### config.mk
export PLATFORM = sky130hd
export DESIGN_NAME = rgb_to_hsv_pixel
export DESIGN_NICKNAME = d
export VERILOG_FILES = /design/src/rtl/rhsv_pkg.sv /design/src/rtl/rhsv_sort.sv /design/src/rtl/rhsv_numer.sv /design/src/rtl/rhsv_div_stage.sv /design/src/rtl/rgb_to_hsv_pixel.sv
export VERILOG_INCLUDE_DIRS = /design/src /design/src/rtl
export SDC_FILE = /design/constraint.sdc
export NUM_CORES = 1
export LEC_CHECK = 0
export BUFFER_PORTS_ARGS = -buffer_cell sky130_fd_sc_hd__buf_2
export CAP_MARGIN = 5
export CORE_MARGIN = 10
export CORE_UTILIZATION = 65
export DETAILED_ROUTE_END_ITERATION = 8
export PLACE_DENSITY = 0.82
export SYNTH_ARGS = -nofsm -noshare
export SYNTH_HDL_FRONTEND = slang
export SYNTH_SLANG_ARGS = --single-unit
export TNS_END_PERCENT = 100
### constraint.sdc
create_clock -name clk -period 7.82 [get_ports clk]
set_clock_uncertainty 0.1 [all_clocks]
set_input_delay 1.173 -clock clk [delete_from_list [all_inputs] [get_ports clk]]
set_output_delay 1.173 -clock clk [all_outputs]
set_load 0.03 [all_outputs]
### src/rtl/rgb_to_hsv_pixel_macros.svh
// Assertion macros for the RGB to HSV pixel converter.
`ifndef RGB_TO_HSV_PIXEL_MACROS_SVH
`define RGB_TO_HSV_PIXEL_MACROS_SVH

`ifndef SYNTH
`define RHSV_ASSERT(lbl, prop, msg) \
  lbl: assert property (@(posedge clk) disable iff (rst) prop) else $error(msg);
`define RHSV_ASSERT_RST(lbl, prop, msg) \
  lbl: assert property (@(posedge clk) prop) else $error(msg);
`else
`define RHSV_ASSERT(lbl, prop, msg)
`define RHSV_ASSERT_RST(lbl, prop, msg)
`endif

`endif

### src/rtl/rhsv_pkg.sv
// Shared types, constants and the divider step for the RGB to HSV converter.
package rhsv_pkg;

  localparam int PIX_W         = 8;
  localparam int NUM_W         = 17;  // hue numerator stays below 360 * 255
  localparam int DEN_W         = 9;   // hue divisor is 2 * chroma
  localparam int Q_W           = 8;
  localparam int BITS_PER_STEP = 2;
  localparam int DIV_STEPS     = Q_W / BITS_PER_STEP;
  localparam int NUM_STAGES    = 2 + DIV_STEPS;

  // hue offset codes, in degrees
  localparam logic [1:0] OFF_0   = 2'd0;
  localparam logic [1:0] OFF_120 = 2'd1;
  localparam logic [1:0] OFF_240 = 2'd2;
  localparam logic [1:0] OFF_360 = 2'd3;

  typedef struct packed {
    logic [PIX_W-1:0] mx;
    logic [PIX_W-1:0] d;
    logic [PIX_W:0]   diff;  // two's complement, -255..255
    logic [1:0]       off;
  } srt_t;

  typedef struct packed {
    logic [NUM_W-1:0] rem;
    logic [DEN_W-1:0] den;
    logic [Q_W-1:0]   q;
  } dv_t;

  typedef struct packed {
    dv_t              hue;
    dv_t              sat;
    logic [PIX_W-1:0] mx;
  } dvs_t;

  // one restoring step: quotient bit b
  function automatic dv_t div_step(dv_t x, logic [2:0] b);
    logic [NUM_W-1:0] sh;
    dv_t              y;
    y  = x;
    sh = NUM_W'(x.den) << b;
    if (y.rem >= sh) begin
      y.rem  = y.rem - sh;
      y.q[b] = 1'b1;
    end
    return y;
  endfunction

endpackage

### src/rtl/rhsv_sort.sv
// Stage 1: max, chroma, hue sector and signed difference.
module rhsv_sort (
  input  logic                      clk,
  input  logic                      load,
  input  logic [rhsv_pkg::PIX_W-1:0] red,
  input  logic [rhsv_pkg::PIX_W-1:0] green,
  input  logic [rhsv_pkg::PIX_W-1:0] blue,
  output rhsv_pkg::srt_t            srt
);
  import rhsv_pkg::*;

  logic [PIX_W-1:0] mx, mn, rg_max, rg_min;
  srt_t             srt_next;

  always_comb begin
    rg_max = (red > green) ? red : green;
    mx     = (rg_max > blue) ? rg_max : blue;
    rg_min = (red < green) ? red : green;
    mn     = (rg_min < blue) ? rg_min : blue;
    srt_next.mx = mx;
    srt_next.d  = mx - mn;
    // green wins ties, then red
    if (green == mx) begin
      srt_next.diff = {1'b0, blue} - {1'b0, red};
      srt_next.off  = OFF_120;
    end else if (red == mx) begin
      srt_next.diff = {1'b0, green} - {1'b0, blue};
      srt_next.off  = (green < blue) ? OFF_360 : OFF_0;
    end else begin
      srt_next.diff = {1'b0, red} - {1'b0, green};
      srt_next.off  = OFF_240;
    end
  end

  always_ff @(posedge clk) begin
    if (load) begin
      srt <= srt_next;
    end
  end

endmodule

### src/rtl/rhsv_numer.sv
// Stage 2: dividends and divisors for hue and saturation.
module rhsv_numer (
  input  logic           clk,
  input  logic           load,
  input  rhsv_pkg::srt_t srt,
  output rhsv_pkg::dvs_t dvs
);
  import rhsv_pkg::*;

  logic [DEN_W-1:0]  off_val;
  logic [NUM_W-1:0]  off_d;
  logic [NUM_W+1:0]  hnum;
  dvs_t              dvs_next;

  always_comb begin
    case (srt.off)
      OFF_0:   off_val = DEN_W'(0);
      OFF_120: off_val = DEN_W'(120);
      OFF_240: off_val = DEN_W'(240);
      default: off_val = DEN_W'(360);
    endcase
    off_d = NUM_W'(srt.d) * NUM_W'(off_val);
    // 60*diff + off*d is never negative; wraparound arithmetic is exact
    hnum  = {{(NUM_W+1-PIX_W){srt.diff[PIX_W]}}, srt.diff} * (NUM_W+2)'(60)
            + (NUM_W+2)'(off_d);

    dvs_next.mx = srt.mx;
    dvs_next.hue.q = '0;
    dvs_next.sat.q = '0;
    // grey / black: zero dividend over one gives zero
    if (srt.d == '0) begin
      dvs_next.hue.rem = '0;
      dvs_next.hue.den = DEN_W'(1);
    end else begin
      dvs_next.hue.rem = hnum[NUM_W-1:0];
      dvs_next.hue.den = {srt.d, 1'b0};
    end
    dvs_next.sat.rem = NUM_W'({srt.d, {PIX_W{1'b0}}} - {{PIX_W{1'b0}}, srt.d});
    dvs_next.sat.den = (srt.mx == '0) ? DEN_W'(1) : DEN_W'(srt.mx);
  end

  always_ff @(posedge clk) begin
    if (load) begin
      dvs <= dvs_next;
    end
  end

endmodule

### src/rtl/rhsv_div_stage.sv
// One divider stage: two quotient bits for both hue and saturation.
module rhsv_div_stage #(
  parameter int STEP = 0
) (
  input  logic           clk,
  input  logic           load,
  input  rhsv_pkg::dvs_t din,
  output rhsv_pkg::dvs_t dout
);
  import rhsv_pkg::*;

  localparam int B_HI = Q_W - 1 - BITS_PER_STEP * STEP;

  dvs_t dout_next;

  always_comb begin
    dout_next = din;
    for (int i = 0; i < BITS_PER_STEP; i++) begin
      dout_next.hue = div_step(dout_next.hue, 3'(B_HI - i));
      dout_next.sat = div_step(dout_next.sat, 3'(B_HI - i));
    end
  end

  always_ff @(posedge clk) begin
    if (load) begin
      dout <= dout_next;
    end
  end

endmodule

### src/rtl/rgb_to_hsv_pixel.sv
// Top level: RGB to HSV pixel converter, six-stage pipeline.
//
//  channel | signals                        | direction
//  --------+--------------------------------+----------
//  pix     | pix_valid pix_ready red green blue | in
//  hsv     | hsv_valid hsv_ready hue saturation value | out
//
// One pixel per clock while hsv_ready is high; the stages are sort, dividend setup and four divider
// stages of two quotient bits each. The last divider stage is the output register.
// Each stage holds its own valid bit and advances when empty or when the next stage
// moves, so bubbles are squeezed out under a stall and pix_ready stays high until
// every stage is full. Synchronous reset clears the valid bits only.
`include "rgb_to_hsv_pixel_macros.svh"

module rgb_to_hsv_pixel (
  input  logic                       clk,
  input  logic                       rst,
  input  logic                       pix_valid,
  output logic                       pix_ready,
  input  logic [rhsv_pkg::PIX_W-1:0] red,
  input  logic [rhsv_pkg::PIX_W-1:0] green,
  input  logic [rhsv_pkg::PIX_W-1:0] blue,
  output logic                       hsv_valid,
  input  logic                       hsv_ready,
  output logic [rhsv_pkg::Q_W-1:0]   hue,
  output logic [rhsv_pkg::Q_W-1:0]   saturation,
  output logic [rhsv_pkg::PIX_W-1:0] value
);
  import rhsv_pkg::*;

  logic [NUM_STAGES-1:0] vld;
  logic [NUM_STAGES:0]   rdy;
  logic [NUM_STAGES-1:0] vin;
  logic [NUM_STAGES-1:0] load;
  srt_t                  srt;
  dvs_t                  dvs [0:DIV_STEPS];

  always_comb begin
    rdy[NUM_STAGES] = hsv_ready;
    for (int k = NUM_STAGES - 1; k >= 0; k--) begin
      rdy[k] = !vld[k] || rdy[k+1];
    end
    vin = {vld[NUM_STAGES-2:0], pix_valid};
    load = vin & rdy[NUM_STAGES-1:0];
  end

  always_ff @(posedge clk) begin
    if (rst) begin
      vld <= '0;
    end else begin
      for (int k = 0; k < NUM_STAGES; k++) begin
        if (rdy[k]) begin
          vld[k] <= vin[k];
        end
      end
    end
  end

  rhsv_sort u_sort (
    .clk   (clk),
    .load  (load[0]),
    .red   (red),
    .green (green),
    .blue  (blue),
    .srt   (srt)
  );

  rhsv_numer u_numer (
    .clk  (clk),
    .load (load[1]),
    .srt  (srt),
    .dvs  (dvs[0])
  );

  for (genvar s = 0; s < DIV_STEPS; s++) begin : g_div
    rhsv_div_stage #(
      .STEP (s)
    ) u_div (
      .clk  (clk),
      .load (load[2+s]),
      .din  (dvs[s]),
      .dout (dvs[s+1])
    );
  end

  assign pix_ready  = rdy[0];
  assign hsv_valid  = vld[NUM_STAGES-1];
  assign hue        = dvs[DIV_STEPS].hue.q;
  assign saturation = dvs[DIV_STEPS].sat.q;
  assign value      = dvs[DIV_STEPS].mx;

  `RHSV_ASSERT_RST(a_rst_empty, rst |=> !hsv_valid, "output beat right after reset")
  `RHSV_ASSERT(a_hue_range, hsv_valid |-> (hue <= 8'd179), "hue out of range")
  `RHSV_ASSERT(a_black_sat, (hsv_valid && value == '0) |-> (saturation == '0), "sat on black")
  `RHSV_ASSERT(a_full_stall, !pix_ready |-> (&vld && !hsv_ready), "stall with room")

endmodule

==> summary.md, run 1 <==
| Metric | Value |
|---|---|
| Status | complete, no violations |
| Placed cell areas | 24100 um^2 |
| Startpoint types | register |
| Final wirelength | 50100 um |
| Commonest cells post-synth | edfxtp_1, inv_1, ha_1, nor2_1, nand2_1 |
| Number of antenna violations at the first check in global routing | 0 |
| Initial DRC Count | 1130 |
| Core Util, Final | 70.6% |
| Drt wl/cell | 17.8 um |
| Critical Path Sink Type | register |
| Hold slack | 0.303 ns |
| VDD IR-drop max | 0.000609 V |
| Hold Fails Final Rpt | 0 |
| Asr flop ratio synth | 0% |
| RSZ-0062 raised after global routing | false |
| # diodes | 0 |
| Via Count | 16.9k |
| Syn_area_per_cell | 10.2 um^2 |
| Vert. Die Dim | 210 um |
| Post-synthesis sequential area ratio | 39.1% |
| Slew headroom | 33.4% |
| Layout Nets | 2657 |
| H-tree depth | 1 |
| Most common cell in the netlist | edfxtp_1 |
| Syn_nets | 2638 |
| CTS tree | yes |
| Post-Syn Area | 23600 um^2 |
| Post-CTS Setup Bufs | 0 |
| Post-synth top area cell | edfxtp_1 |
| Reg2reg setup slack | 0.95 ns |
| RR Endpoint | u_numer.dvs[75]$_SDFFCE_PP0P_ |
| Worst Hold Path EP | g_div[1].u_div.dout[0]$_DFFE_PP_ |
| Tot GR Track Use | 22.4% |
| # hold bufs at CTS | 0 |
| Synth top area share | 38.6% |
| Hold crit path type | register to register |
| Post-DRT Antenna Nets | 0 |
| Area growth from synthesis to layout | 6.74% |
| Clock sinks | 309 |
| Initial Util | 66.1% |
| Largest net degree at the start of global routing | 70 |
| Resized cells post-CTS | 0 |
| Worst R2R Path Depth | 26 |
| Share of cells above drive strength 1 | 8.38% |
| Synth cell types | 96 |
| Worst EP required | 8.16 ns |
| # port buffers | 53 |
| Die Wd | 210 um |
| Worst-margin pin slew | 0.999 ns |
| Fmax achieved | 0.145 GHz |
| Fillers | 2511 |
| Ys flop type | edfxtp_1 |
| Placed cell count | 2753 |
| GRT overflow | 0 |
| Global-route wire length before repair | 82300 um |
| Via density | 6.00 |
| Vias in the first global route | 16.8k |
| Leakage | 0.0104 uW |
| Hold path depth | 0 |
| Yosys reg bits | 309 |
| Reg-to-Reg Start | u_sort.srt[5]$_DFFE_PP_ |
| Warnings from Yosys | 0 |
| Core box area | 35700 um^2 |
| Num CTS Buffers | 31 |
| Number of enable flip-flop cells after synthesis | 303 |
| MaxCap Viol Count | 0 |
| Slew Limit Fails | 0 |
| Cell Pwr Density | 425 nW/um^2 |
| DIE AREA | 44300 um^2 |
| Clock Latency Late Sink | 0.58 ns |
| Max clock buf depth | 3 |
| Cells after synthesis | 2306 |
| Synth area leaders | edfxtp_1, ha_1, fa_1 |
| CTS clk-pin slew, worst paths | 0.06 ns |
| DP HPWL | 38800 um |
| Crit path DAT | 7.21 ns |
| Final Critical Period | 6.87 ns |
| DRC viols | 0 |
| Routability congestion estimate | 0.960 |
| Drt first pass iters | 7 |
| Root buf cell | clkbuf_16 |
| Final setup fails | 0 |
| Cell area after layout | 25200 um^2 |
| Critical path fanouts, max | 3 |
| FP Rows | 69 |
| I/O pins | 54 |
| Hold Path Origin | g_div[0].u_div.dout[0]$_DFFE_PP_ |
| Setup tns final | 0 ns |
| Final period utilization | 87.9% |
| Fin cells | 2811 |
| Worst Path Class, Setup | register to register |
==> metal layers <==
metal / global-route usage (%) / wire length (um) / up-vias
met5: 0 / 0 / -
met4: 9.14 / 1890 / 0
met3: 2.69 / 2350 / 137
met2: 40.8 / 25300 / 500
met1: 26.3 / 20500 / 8006
li1: - / - / 8235
==> per-stage QoR <==
step                      setup slack (ns)  power, uW
after floorplan                      0.974       7950
after global placement                1.14       8860
after detailed placement             0.991       9180
after CTS                            0.958      10800
after global routing                 0.353      11900
final                                0.945      10700
==> placed cells by master (no fill, tap or decap), types with 18 or more instances in the layout <==
cell type	n
buf_2	53
ha_1	235
xnor2_1	90
nand2_1	146
mux2_2	29
a21boi_0	18
inv_1	268
a21o_1	52
a21oi_1	112
nand3_1	27
nand4_1	31
o21ai_0	133
mux2i_1	33
nor2b_1	51
and2_1	37
o21a_1	29
edfxtp_1	303
nand2b_1	28
xor2_1	49
nor3_1	34
clkbuf_16	31
nor4_1	22
nor2_1	180
fa_1	69
==> state kept, by name, indices dropped and copies added, names as in the netlist <==
signal and flops:
vld 6, u_numer.dvs 57, u_sort.srt 27, g_div.u_div.dout 219
==> final cells by class <==
cell class / count / area (um^2) / share of cell area (%)
repair buffers: 61 / 325 / 1.29
well taps: 461 / 577 / 2.29
clock buffers: 35 / 791 / 3.14
clock inverters: 23 / 253 / 1.00
inverters: 271 / 1020 / 4.04
flip-flops and latches: 309 / 9220 / 36.6
multi-input cells: 1651 / 13000 / 51.6
==> where the power goes <==
part	leakage (uW)	total, uW	switching [uW]	internal [uW]
Clock	0.000498	1500	609	891
Combinational	0.00716	6630	3640	2990
Sequential	0.00275	2560	169	2390
Total	0.0104	10700	4420	6270
==> critical path, stage by stage (launching register included) <==
cell	delay (ns)
edfxtp_1	0.46
inv_1	0.15
fa_1	0.45
fa_1	0.52
inv_1	0.04
ha_1	0.32
nor2b_1	0.15
o21ai_0	0.22
a21oi_1	0.12
nand2b_1	0.16
fa_1	0.46
fa_1	0.53
inv_1	0.04
ha_1	0.28
inv_1	0.06
fa_1	0.53
inv_1	0.04
ha_1	0.31
nor2b_1	0.15
o21ai_0	0.20
a21boi_0	0.15
o21ai_0	0.21
a21boi_0	0.14
o21ai_0	0.30
a21oi_1	0.13
or3_1	0.37
a21oi_1	0.14
==> worst max-delay path by stage <==
stage	startpoint	end	slack, ns	cells past startpoint
after floorplan	hsv_ready	g_div[1].u_div.dout[0]$_DFFE_PP_	0.97	3
after global placement	u_sort.srt[5]$_DFFE_PP_	u_numer.dvs[75]$_SDFFCE_PP0P_	1.14	26
after detailed placement	green[3]	u_sort.srt[18]$_DFFE_PP_	0.99	25
after CTS	u_sort.srt[5]$_DFFE_PP_	u_numer.dvs[75]$_SDFFCE_PP0P_	0.96	26
after global routing	u_sort.srt[5]$_DFFE_PP_	u_numer.dvs[75]$_SDFFCE_PP0P_	0.35	26
final	u_sort.srt[5]$_DFFE_PP_	u_numer.dvs[75]$_SDFFCE_PP0P_	0.95	26
==> cells by family after synthesis <==
family / after synthesis / share of synthesized area (%)
xor+xnor: 139 / 5.16
fa+ha+maj: 304 / 18.3
compound gates: 506 / 14.3
simple gates: 626 / 13.5
buf+inv: 346 / 6.06
other cells: 1 / 0.0159
flops: 309 / 39.1
mux: 75 / 3.49
Power figures use the tool's default switching activity.
==> run 2, diff against run 1 <==
- REMOVE_ABC_BUFFERS: not set -> 1
==> run 2 against run 1 <==
Wire length increased by 1.9%. Worst hold slack gained 0.011 ns. Sequential cell count stayed put. Core utilization rose by 0.24 points. First-iteration DRC count down 8.3%. Non-clock buffer count is 3 higher. Sequential power barely moved. Clock-buffer cell count increased by 7. Critical endpoint unchanged.
==> summary.md, run 2 (synthesized netlist as in run 1, its figures left out) <==
| Metric | Value |
|---|---|
| Cell Pwr Density | 429 nW/um^2 |
| Max reg flops | 219 |
| Vias in the first global route | 17.0k |
| Most common cell after layout, fill and taps aside | edfxtp_1 |
| Hold Fails Final Rpt | 0 |
| Pre-CTS setup slack | 0.854 ns |
| Startpoint types | register |
| Root buf cell | clkbuf_16 |
| H-tree depth | 2 |
| Final wirelength | 51000 um |
| Fin worst setup slack | 0.889 ns |
| Drt first pass iters | 5 |
| Vert. Die Dim | 210 um |
| Critical Path Sink Type | register |
| Setup tns final | 0 ns |
| Final period utilization | 88.6% |
| # port buffers | 53 |
| I/O pins | 54 |
| Initial Util | 66.1% |
| Largest net degree at the start of global routing | 70 |
| Final setup fails | 0 |
| Crit path DAT | 7.18 ns |
| Core box area | 35700 um^2 |
| Global-route wire length before repair | 84000 um |
| Via Count | 16.9k |
| # diodes | 0 |
| Reg-to-Reg Start | u_sort.srt[5]$_DFFE_PP_ |
| Top reg by flops | g_div.u_div.dout |
| Layout Nets | 2663 |
| Max clock buf depth | 3 |
| DRC viols | 0 |
| Post-CTS Setup Bufs | 0 |
| Via density | 6.01 |
| Drt wl/cell | 18.1 um |
| Final Critical Period | 6.93 ns |
| Most frequent cells in the layout | edfxtp_1, inv_1, ha_1 |
| Clock sinks | 309 |
| Worst setup path startpoint | u_sort.srt[5]$_DFFE_PP_ |
| Share of cells above drive strength 1 | 8.75% |
| GRT overflow | 0 |
| Clock Latency Late Sink | 0.51 ns |
| Post-DRT Antenna Nets | 0 |
| Fillers | 2526 |
| Initial DRC Count | 1036 |
| Fmax achieved | 0.144 GHz |
| FP Rows | 69 |
| MaxCap Viol Count | 0 |
| Hold Path Origin | g_div[2].u_div.dout[5]$_DFFE_PP_ |
| Critical path fanouts, max | 3 |
| Slew headroom | 33.6% |
| Worst-margin pin slew | 0.992 ns |
| DIE AREA | 44300 um^2 |
| Worst Path Class, Setup | register to register |
| DP HPWL | 39900 um |
| Resized cells post-CTS | 0 |
| Leakage | 0.0105 uW |
| Num CTS Buffers | 34 |
| Worst EP required | 8.07 ns |
| Routability congestion estimate | 0.949 |
| Hold crit path type | register to register |
| Largest regs | g_div.u_div.dout (219), u_numer.dvs (57), u_sort.srt (27) |
| Tot GR Track Use | 22.9% |
| Die Wd | 210 um |
| RSZ-0062 raised after global routing | false |
| Status | complete, no violations |
| Number of antenna violations at the first check in global routing | 0 |
| VDD IR-drop max | 0.000640 V |
| CTS clk-pin slew, worst paths | 0.06 ns |
| Slew Limit Fails | 0 |
| CTS tree | yes |
| # hold bufs at CTS | 0 |
| Area growth from synthesis to layout | 7.10% |
## run 2: through the flow
step	instances	hold slack (ns)	cell area, um^2	util [%]	total power [uW]
6_report	2815	0.314	25200	70.8	10800
5_1_grt	2815	0.324	25200	70.8	12000
4_1_cts	2815	0.315	25200	70.8	10900
3_5_place_dp	2756	0.305	24100	67.7	9190
3_3_place_gp	2756	0.301	24100	67.7	8890
2_1_floorplan	2231	0.300	23200	-	7910
## run 2: final timing paths
kind                                                         end  slack [ns]  depth (start not counted)
worst max-delay path               u_numer.dvs[75]$_SDFFCE_PP0P_        0.89                         26
worst min register to register  g_div[3].u_div.dout[5]$_DFFE_PP_        0.31                          0
worst min-delay path            g_div[3].u_div.dout[5]$_DFFE_PP_        0.31                          0
worst max register to register     u_numer.dvs[75]$_SDFFCE_PP0P_        0.89                         26
## run 2: metal layers
metal | track usage (%) | share of wire (%) | vias up
met3 | 2.61 | 3.9 | 124
met1 | 26.9 | 41 | 8102
met5 | 0 | 0 | -
li1 | - | - | 8244
met4 | 10.5 | 4.5 | 0
met2 | 41.4 | 50 | 441
## run 2: cell type report
cell class / instances / area (um^2) / area share, %
Clock inverter: 17 / 183 / 0.723
Inverter: 271 / 1020 / 4.03
Multi-Input combinational cell: 1651 / 13000 / 51.4
Tap cell: 461 / 577 / 2.28
Clock buffer: 42 / 932 / 3.69
Sequential cell: 309 / 9220 / 36.5
Timing Repair Buffer: 64 / 348 / 1.38
## run 2: report_power, final
group | internal, uW | switching (uW) | total (uW)
clock | 950 | 641 | 1590
combinational | 2980 | 3680 | 6670
sequential | 2390 | 175 | 2570
## run 2: critical path, cell delays in order, from the launching register on
cell and delay [ns]:
edfxtp_1 0.46, inv_1 0.15, fa_1 0.45, fa_1 0.51, inv_1 0.04, ha_1 0.32
nor2b_1 0.14, o21ai_0 0.22, a21oi_1 0.12, nand2b_1 0.17, fa_1 0.46, fa_1 0.51
inv_1 0.04, ha_1 0.26, inv_1 0.05, fa_1 0.53, inv_1 0.04, ha_1 0.31
nor2b_1 0.16, o21ai_0 0.19, a21boi_0 0.15, o21ai_0 0.23, a21boi_0 0.15, o21ai_0 0.29
a21oi_1 0.14, or3_1 0.39, a21oi_1 0.18
==> run 3, diff against run 2 <==
- CTS_CLUSTER_SIZE: not set -> 25
- SYNTH_HIERARCHICAL: not set -> 1
- clock period: 7.82 -> 7.4 ns (I/O delays scaled with it)
==> run 3 against run 2 <==
Core utilization increased by 0.25 points. Sequential power rose by 12%. Register-to-register slack lost 0.12 ns. Sequential cell count increased by 33. Wire length increased by 20%. Clock-buffer cell count is 1 lower. Largest cell class unchanged. Global-route usage increased by 2.1 points. Synthesized cell count rose by 10%. Fmax increased by 4.5%. Highest routed layer unchanged.
==> summary.md, run 3 <==
| Metric | Value |
|---|---|
| Root buf cell | clkbuf_16 |
| # hold bufs at CTS | 0 |
| Max clock buf depth | 3 |
| Via density | 6.19 |
| FP Rows | 73 |
| Die Wd | 221 um |
| WP buf/inv | 3 |
| Layout Nets | 2927 |
| Most frequent cells in the layout | edfxtp_1, inv_1, ha_1 |
| Final wirelength | 61400 um |
| Via Count | 19.4k |
| Global-route wire length before repair | 98200 um |
| Largest regs | g_div.u_div/dout (252), u_numer/dvs (57), u_sort/srt (27) |
| Drt wl/cell | 19.5 um |
| Tot GR Track Use | 25.1% |
| Cell area after layout | 28200 um^2 |
| Worst Path Class, Setup | register to register |
| Cells after synthesis | 2537 |
| Clock sinks | 342 |
| # diodes | 0 |
| Hold Fails Final Rpt | 0 |
| Clock Latency Late Sink | 0.53 ns |
| VDD IR-drop max | 0.00124 V |
| Fin cells | 3141 |
| CTS clk-pin slew, worst paths | 0.06 ns |
| CTS tree | yes |
| Status | complete, no violations |
| Num CTS Buffers | 37 |
| Drt first pass iters | 6 |
| Slew Limit Fails | 0 |
| Critical Path Sink Type | register |
| Initial DRC Count | 1341 |
| MaxCap Viol Count | 0 |
| Worst EP required | 7.58 ns |
| Core Util, Final | 71.1% |
| Routability congestion estimate | 0.943 |
| Setup tns final | 0 ns |
| Max reg flops | 252 |
| # port buffers | 53 |
| Placed cell areas | 26900 um^2 |
| Vert. Die Dim | 221 um |
| Most common cell after layout, fill and taps aside | edfxtp_1 |
| Area growth from synthesis to layout | 8.00% |
| Core box area | 39700 um^2 |
| Syn_area_per_cell | 10.3 um^2 |
| Final period utilization | 89.6% |
| I/O pins | 54 |
| Leakage | 0.0114 uW |
| Fillers | 2812 |
| CP delay by family, top | compound AO/OA/AOI/OAI gates |
| Resized cells post-CTS | 0 |
| Cell Pwr Density | 466 nW/um^2 |
| Post-CTS Setup Bufs | 0 |
| Number of antenna violations at the first check in global routing | 0 |
| Final Critical Period | 6.63 ns |
| Hold crit path type | register to register |
| Post-DRT Antenna Nets | 0 |
| Top reg by flops | g_div.u_div/dout |
| Startpoint types | register |
| RSZ-0062 raised after global routing | false |
| Fmax achieved | 0.151 GHz |
| Worst-margin pin slew | 1.19 ns |
| Initial Util | 65.8% |
| DIE AREA | 48600 um^2 |
| CP max stage delay | 0.91 ns |
| Final setup fails | 0 |
| GRT overflow | 0 |
| Critical path fanouts, max | 15 |
| Largest net degree at the start of global routing | 77 |
| Slowest cell on crit path | nor4_4 |
| Placed cell count | 3075 |
| DRC viols | 0 |
| Post-Syn Area | 26100 um^2 |
| Slew headroom | 20.8% |
| Cell chain of the critical path | inv_1, ha_1, inv_1, fa_1, a21o_1, a221oi_2, o31ai_1, buf_4, nor2_1, o21ai_0, ha_1, nand2b_1, a21oi_1, a211oi_1, o21bai_1, a221oi_1, nand4_2, nor4_4, mux2_2 |
| Share of cells above drive strength 1 | 9.98% |
| H-tree depth | 2 |
| Crit path DAT | 6.81 ns |
| DP HPWL | 46900 um |
| Vias in the first global route | 19.6k |
| Warnings from Yosys | 6 |
==> run 3: cell count changes in the layout (fill, tap and decap cells not counted), moves of 18 or more <==
cell and change:
conb_1 +19, o21a_1 +18, o21ai_0 +18, a211oi_1 +21
a21oi_1 +26, nor2_1 -24, nand2b_1 +28, edfxtp_1 +33
==> run 3: worst register-to-register path, stage by stage (launching register included) <==
cell and delay, ns:
edfxtp_1 0.39, inv_1 0.08, ha_1 0.16, inv_1 0.05
fa_1 0.41, a21o_1 0.20, a221oi_2 0.48, o31ai_1 0.14
buf_4 0.17, nor2_1 0.63, o21ai_0 0.38, ha_1 0.42
nand2b_1 0.11, a21oi_1 0.07, a211oi_1 0.36, o21bai_1 0.16
a221oi_1 0.50, nand4_2 0.23, nor4_4 0.91, mux2_2 0.43
==> run 3: worst paths after layout <==
path                                     start                           endpoint  slack [ns]  cells after the start
max          g_div[1].u_div/dout[62]$_DFFE_PP_  g_div[2].u_div/dout[62]$_DFFE_PP_        0.77                     19
min           g_div[2].u_div/dout[7]$_DFFE_PP_   g_div[3].u_div/dout[7]$_DFFE_PP_        0.31                      0
max reg2reg  g_div[1].u_div/dout[62]$_DFFE_PP_  g_div[2].u_div/dout[62]$_DFFE_PP_        0.77                     19
min reg2reg   g_div[2].u_div/dout[7]$_DFFE_PP_   g_div[3].u_div/dout[7]$_DFFE_PP_        0.31                      0
==> run 3: report_power, final <==
part / leakage [uW] / internal, uW / total, uW / switching [uW]
registers: 0.00310 / 2700 / 2870 / 166
clock network: 0.000654 / 1280 / 2050 / 767
logic: 0.00761 / 3620 / 8230 / 4610
total: 0.0114 / 7610 / 13100 / 5540
==> run 3: metal layers <==
metal / vias up / wire, um / GRT usage (%)
met2: 639 / 30900 / 44.7
met3: 159 / 2960 / 2.49
li1: 9347 / - / -
met5: - / 0 / 0
met4: 0 / 2930 / 12.3
met1: 9284 / 24600 / 29.8
==> run 3: area by class of cell <==
cell class / count / area, um^2 / area share (%)
Multi-Input combinational cell: 1872 / 14600 / 51.6
Clock buffer: 41 / 941 / 3.33
Tap cell: 525 / 657 / 2.33
Sequential cell: 342 / 10200 / 36.2
Clock inverter: 25 / 425 / 1.51
Timing Repair Buffer: 74 / 435 / 1.54
Inverter: 262 / 983 / 3.48
==> run 3: per-stage QoR <==
stage	hold WS (ns)	worst slack, ns	power (uW)
finish	0.315	0.768	13100
global route	0.316	0.313	14400
CTS	0.314	0.848	13100
detailed placement	0.305	0.548	10900
global placement	0.301	0.626	10500
floorplan	0.300	0.961	9270
